==> src/rtl/core/bfve_pkg.sv <==
// Package for the bounded float vector engine.
// Holds sizes, operation and status codes, cell control struct and the float compare.
// No dependencies.
`default_nettype none
package bfve_pkg;
   localparam int CAPACITY = 64;
   localparam int IDX_W    = $clog2(CAPACITY);
   localparam int CNT_W    = 7;
   localparam int POS_W    = 8;

   typedef enum logic [2:0] {
      OP_PUSH_BACK     = 3'd0,
      OP_PUSH_FRONT    = 3'd1,
      OP_INSERT_AT     = 3'd2,
      OP_REMOVE_AT     = 3'd3,
      OP_POP_BACK      = 3'd4,
      OP_POP_FRONT     = 3'd5,
      OP_INSERT_SORTED = 3'd6,
      OP_FIND          = 3'd7
   } op_type;

   typedef enum logic [1:0] {
      ST_OK   = 2'd0,
      ST_FULL = 2'd1,
      ST_BAD  = 2'd2
   } status_type;

   // Broadcast to every cell in the chain.
   typedef struct packed {
      logic              ins;
      logic              rem;
      logic [CNT_W-1:0]  idx;
      logic [31:0]       key;
   } cell_ctrl_type;

   // Result of comparing a key against an entry.
   typedef struct packed {
      logic lt;
      logic gt;
   } cmp_type;

   function automatic cmp_type float_cmp(input logic [31:0] a, input logic [31:0] b);
      cmp_type     r;
      logic        nan_a;
      logic        nan_b;
      logic [31:0] ka;
      logic [31:0] kb;
      nan_a = (a[30:23] == 8'hff) && (a[22:0] != 23'd0);
      nan_b = (b[30:23] == 8'hff) && (b[22:0] != 23'd0);
      // Map sign-magnitude onto an unsigned order.
      ka = a[31] ? ~a : (a ^ 32'h8000_0000);
      kb = b[31] ? ~b : (b ^ 32'h8000_0000);
      r.lt = 1'b0;
      r.gt = 1'b0;
      if (!(nan_a || nan_b || ((a[30:0] == 31'd0) && (b[30:0] == 31'd0)))) begin
         r.lt = ka < kb;
         r.gt = ka > kb;
      end
      return r;
   endfunction
endpackage
`default_nettype wire

==> src/rtl/core/bfve_cell.sv <==
// One storage cell of the engine's chain: holds one entry and its compare result.
// Depends on bfve_pkg.
`default_nettype none
module bfve_cell (
   input  wire logic                       clock,
   input  wire bfve_pkg::cell_ctrl_type    ctrl,
   input  wire logic [bfve_pkg::IDX_W-1:0] cell_index,
   input  wire logic [31:0]                left_entry,
   input  wire logic [31:0]                right_entry,
   output logic [31:0]                     entry,
   output bfve_pkg::cmp_type               cmp
);
   logic [31:0]       entry_ff, entry_in;
   bfve_pkg::cmp_type cmp_ff;
   logic [bfve_pkg::CNT_W-1:0] my_idx;

   assign my_idx = bfve_pkg::CNT_W'(cell_index);

   always_comb begin
      entry_in = entry_ff;
      if (ctrl.ins) begin
         if (my_idx == ctrl.idx) begin
            entry_in = ctrl.key;
         end else if (my_idx > ctrl.idx) begin
            entry_in = left_entry;
         end
      end else if (ctrl.rem && (my_idx >= ctrl.idx)) begin
         entry_in = right_entry;
      end
   end

   always_ff @(posedge clock) begin
      entry_ff <= entry_in;
      cmp_ff   <= bfve_pkg::float_cmp(ctrl.key, entry_ff);
   end

   assign entry = entry_ff;
   assign cmp   = cmp_ff;
endmodule
`default_nettype wire

==> config.mk <==
export PLATFORM = sky130hd
export DESIGN_NAME = bfve_cell
export DESIGN_NICKNAME = d
export VERILOG_FILES = /design/src/rtl/core/bfve_pkg.sv /design/src/rtl/core/bfve_cell.sv
export SDC_FILE = /design/constraint.sdc
export NUM_CORES = 1
export LEC_CHECK = 0
export BUFFER_PORTS_ARGS = -buffer_cell sky130_fd_sc_hd__buf_2
export CAP_MARGIN = 20
export CORE_MARGIN = 3
export CORE_UTILIZATION = 53
export CTS_BUF_LIST = sky130_fd_sc_hd__clkbuf_2 sky130_fd_sc_hd__clkbuf_4 sky130_fd_sc_hd__clkbuf_8
export DETAILED_ROUTE_END_ITERATION = 8
export MAX_ROUTING_LAYER = met4
export PLACE_DENSITY = 0.88
export SLEW_MARGIN = 40
export SYNTH_ARGS = -nofsm -noshare
export SYNTH_HDL_FRONTEND = slang
export SYNTH_SLANG_ARGS = --single-unit
export TNS_END_PERCENT = 100
==> constraint.sdc <==
create_clock -name clock -period 9.69 [get_ports clock]
set_clock_uncertainty 0.05 [all_clocks]
set_input_delay 0.969 -clock clock [delete_from_list [all_inputs] [get_ports clock]]
set_output_delay 0.969 -clock clock [all_outputs]
set_load 0.01 [all_outputs]
==> impl_metrics.env <==
export IMPL_grt_max_degree=66
export IMPL_cts_resized=0
export IMPL_cts_max_path_buffers=2
export IMPL_layout_commonest_cell="sky130_fd_sc_hd__buf_2"
export IMPL_worstHoldPathCells=4
export IMPL_arrival_time_reported_for_the_critical_path_endpoint_ps=3000
export IMPL_timing_critical_path_required_ps=9870
export IMPL_io_buffer_count=145
export IMPL_design_area_final_um2=4164
export IMPL_cts_repair_timing_setup_buffer_count=0
export IMPL_p_int_uw=315.8
export IMPL_drt_first_iter_violations=165
export IMPL_avgRoutedWirePerCell_um=15.97
export IMPL_timing_setup_tns_ps=0
export IMPL_busiest_layer="met2"
export IMPL_worstSetupPathType="input port to flip-flop"
export IMPL_vias=3111
export IMPL_antennaDiodeCount=0
export IMPL_vdd_drop_max_uv=61.02
export IMPL_drc_violation_count_after_routing=0
export IMPL_grt_overflow_total=0
export IMPL_grt_use_met2_pct=45.20
export IMPL_initial_core_utilization_pct=55.06
export IMPL_die_width_um=84.66
export IMPL_finish_utilization_pct=69.92
export IMPL_floorplan_rows=28
export IMPL_maximum_fanout_along_the_worst_path=33
export IMPL_final_min_clock_period_ps=2826
export IMPL_critical_path_endpoint_type="flip-flop"
export IMPL_synth_ff_latch_count=34
export IMPL_ctsRootBufferMaster="sky130_fd_sc_hd__clkbuf_8"
export IMPL_die_height_um=84.66
export IMPL_synthToLayoutAreaGrowth_pct=26.97
export IMPL_ff_latch_area_um2=1001
export IMPL_synth_area_leaders="sky130_fd_sc_hd__edfxtp_1, sky130_fd_sc_hd__ha_1, sky130_fd_sc_hd__mux2i_1"
export IMPL_cts_hold_buf=0
export IMPL_core_area_um2=5956
export IMPL_swShare_pct=34.74
export IMPL_worst_slew_pin_transition_ps=614.5
export IMPL_detailed_place_area_um2=4076
export IMPL_detailed_place_hpwl_um=7301
export IMPL_h_tree_depth=2
export IMPL_final_cell_mix="sky130_fd_sc_hd__buf_2, sky130_fd_sc_hd__a21oi_1, sky130_fd_sc_hd__nor2_1, sky130_fd_sc_hd__ha_1"
export IMPL_global_route_usage_total_pct=25.75
export IMPL_combPwrFrac_pct=38.7
export IMPL_synth_net_count=497
export IMPL_drv_slew=0
export IMPL_final_period_utilization_pct=29.16
export IMPL_pin_count=146
export IMPL_count_of_flip_flops_with_a_built_in_enable_after_synthesis=32
export IMPL_netlist_area_um2=3279
export IMPL_clk_transition_reported_paths_ps=80
export IMPL_firstDrtPassIters=4
export IMPL_timing_max_slew_rel_slack_pct=59.04
export IMPL_ys_warn_count=0
export IMPL_avgViaCountPerCell=5.536
export IMPL_die_area_um2=7167
export IMPL_cts_made_buffers=5
export IMPL_fin_nets=636
export IMPL_clock_sinks=34
export IMPL_netSwitchingPower_uw=168.1
export IMPL_power_leakage_nw=1.805
export IMPL_worst_hold_slack_ps=823.2
export IMPL_synth_largest_area_cell="sky130_fd_sc_hd__edfxtp_1"
export IMPL_crit_path_start_kind="input port"
export IMPL_synth_ff_type="sky130_fd_sc_hd__edfxtp_1"
export IMPL_seq_power_share_pct=39.5
export IMPL_postSynthCellCount=347
export IMPL_total_power_per_unit_cell_area_nw_per_um2=116.2
export IMPL_synth_top_area_share_pct=29.30
export IMPL_met1_usage_pct=30.59
export IMPL_reg2regPathDepth=9
export IMPL_drt_wl_total_um=8976
export IMPL_antenna_violations_before_repair=0
export IMPL_synth_seq_area_share_pct=30.52
export IMPL_hp_class="flip-flop to flip-flop"
export IMPL_finalHoldViolations=0
export IMPL_drv_cap=0
export IMPL_route_antenna_remaining_nets=0
export IMPL_fmax_ghz=0.3539
export IMPL_setup_viol_count_final=0
export IMPL_grt_setup_unrepaired="false"
export IMPL_grt_met3_usage_pct=3.925
export IMPL_tritoncts_clock_tree="built"
export IMPL_vias_in_the_first_global_route=3103
export IMPL_synth_avg_cell_area_um2=9.451
export IMPL_insertion_delay_of_the_later_clocked_pin_in_the_worst_skew_pair_ps=290
export IMPL_relative_contribution_of_the_clock_network_to_total_power_pct=21.8
export IMPL_run_status="finished clean"
export IMPL_synthArstFlopShare_pct=0
export IMPL_filler_cell_count=472
export IMPL_multi_input_area_um2=2173
export IMPL_grt_pass1_wl_um=14500
export IMPL_layout_drive_gt1_share_pct=33.26
export IMPL_routabilityCongestion=0.8682
export IMPL_post_synth_num_cell_types=35
==> worst max-delay path: stages <==
cell,delay (ps)
sky130_fd_sc_hd__buf_4,420
sky130_fd_sc_hd__xor2_1,230
sky130_fd_sc_hd__ha_1,270
sky130_fd_sc_hd__a21oi_1,140
sky130_fd_sc_hd__o21ai_0,110
sky130_fd_sc_hd__a221o_1,320
sky130_fd_sc_hd__a211o_1,240
sky130_fd_sc_hd__a21oi_2,150
sky130_fd_sc_hd__nor2b_2,140
==> cells by family (layout without fill, tap and decap cells) <==
| logic type | after synthesis | count (layout) | synth area share, % |
|---|---|---|---|
| buffers and inverters | 26 | 166 | 3.548 |
| adder cells (fa/ha/maj) | 38 | 38 | 14.50 |
| AND/OR/NAND/NOR | 93 | 93 | 14.27 |
| AO/OA/AOI/OAI | 62 | 62 | 10.84 |
| multiplexers | 32 | 32 | 9.767 |
| XOR/XNOR | 62 | 62 | 16.56 |
| flip-flops | 34 | 34 | 30.52 |
==> path summary, 6_finish.rpt <==
path / end / slack [ps] / start
setup / recovery: cmp[1] / 6860 / ctrl[31]
hold / removal: cmp[1] / 820 / entry[26]
setup reg to reg: cmp[1] / 7190 / entry[31]
hold reg to reg: cmp[1] / 820 / entry[26]
==> synthesized netlist by cell type, types with 5 or more instances <==
cell / number
sky130_fd_sc_hd__a21o_1: 5
sky130_fd_sc_hd__a21oi_1: 44
sky130_fd_sc_hd__buf_2: 6
sky130_fd_sc_hd__clkbuf_1: 9
sky130_fd_sc_hd__edfxtp_1: 32
sky130_fd_sc_hd__ha_1: 38
sky130_fd_sc_hd__inv_1: 8
sky130_fd_sc_hd__mux2i_1: 32
sky130_fd_sc_hd__nand2_1: 11
sky130_fd_sc_hd__nand4_1: 10
sky130_fd_sc_hd__nor2_1: 39
sky130_fd_sc_hd__nor4_1: 15
sky130_fd_sc_hd__xnor2_1: 31
sky130_fd_sc_hd__xor2_1: 31
==> state kept, by name (all words and copies together), names as in the netlist <==
register  cells
entry        32
cmp           2
==> through the flow <==
| stage | worst slack (ps) | total power [mW] | cells |
|---|---|---|---|
| floorplan | 4329 | 0.3112 | 347 |
| global placement | 6408 | 0.3705 | 552 |
| detailed placement | 6299 | 0.3805 | 554 |
| CTS | 6585 | 0.4850 | 562 |
| global route | 6781 | 0.5161 | 562 |
| finish | 6864 | 0.4839 | 562 |
==> layer usage <==
| layer | share of wire [%] | vias up |
|---|---|---|
| li1 | - | 1553 |
| met1 | 41 | 1430 |
| met2 | 52 | 114 |
| met3 | 5.5 | 14 |
| met4 | 1.6 | 0 |
| met5 | 0 | - |
==> area by class of cell <==
cell class                 count  area share (%)
timing repair buffer         150           18.75
inverter                       8          0.7212
sequential                    34           24.04
multi-input combinational    287           52.19
clock inverter                 3          0.3906
clock buffer                   5           1.653
tap                           75           2.254
==> power by group through the flow <==
stage / Combinational [mW] / Sequential (mW) / Clock [mW]
finish: 0.187 / 0.191 / 0.105
global placement: 0.176 / 0.194 / 0
detailed placement: 0.186 / 0.194 / 0
global route: 0.211 / 0.193 / 0.112
floorplan: 0.112 / 0.199 / 0
CTS: 0.188 / 0.191 / 0.106
No activity file was read; power rests on OpenSTA's default activity.
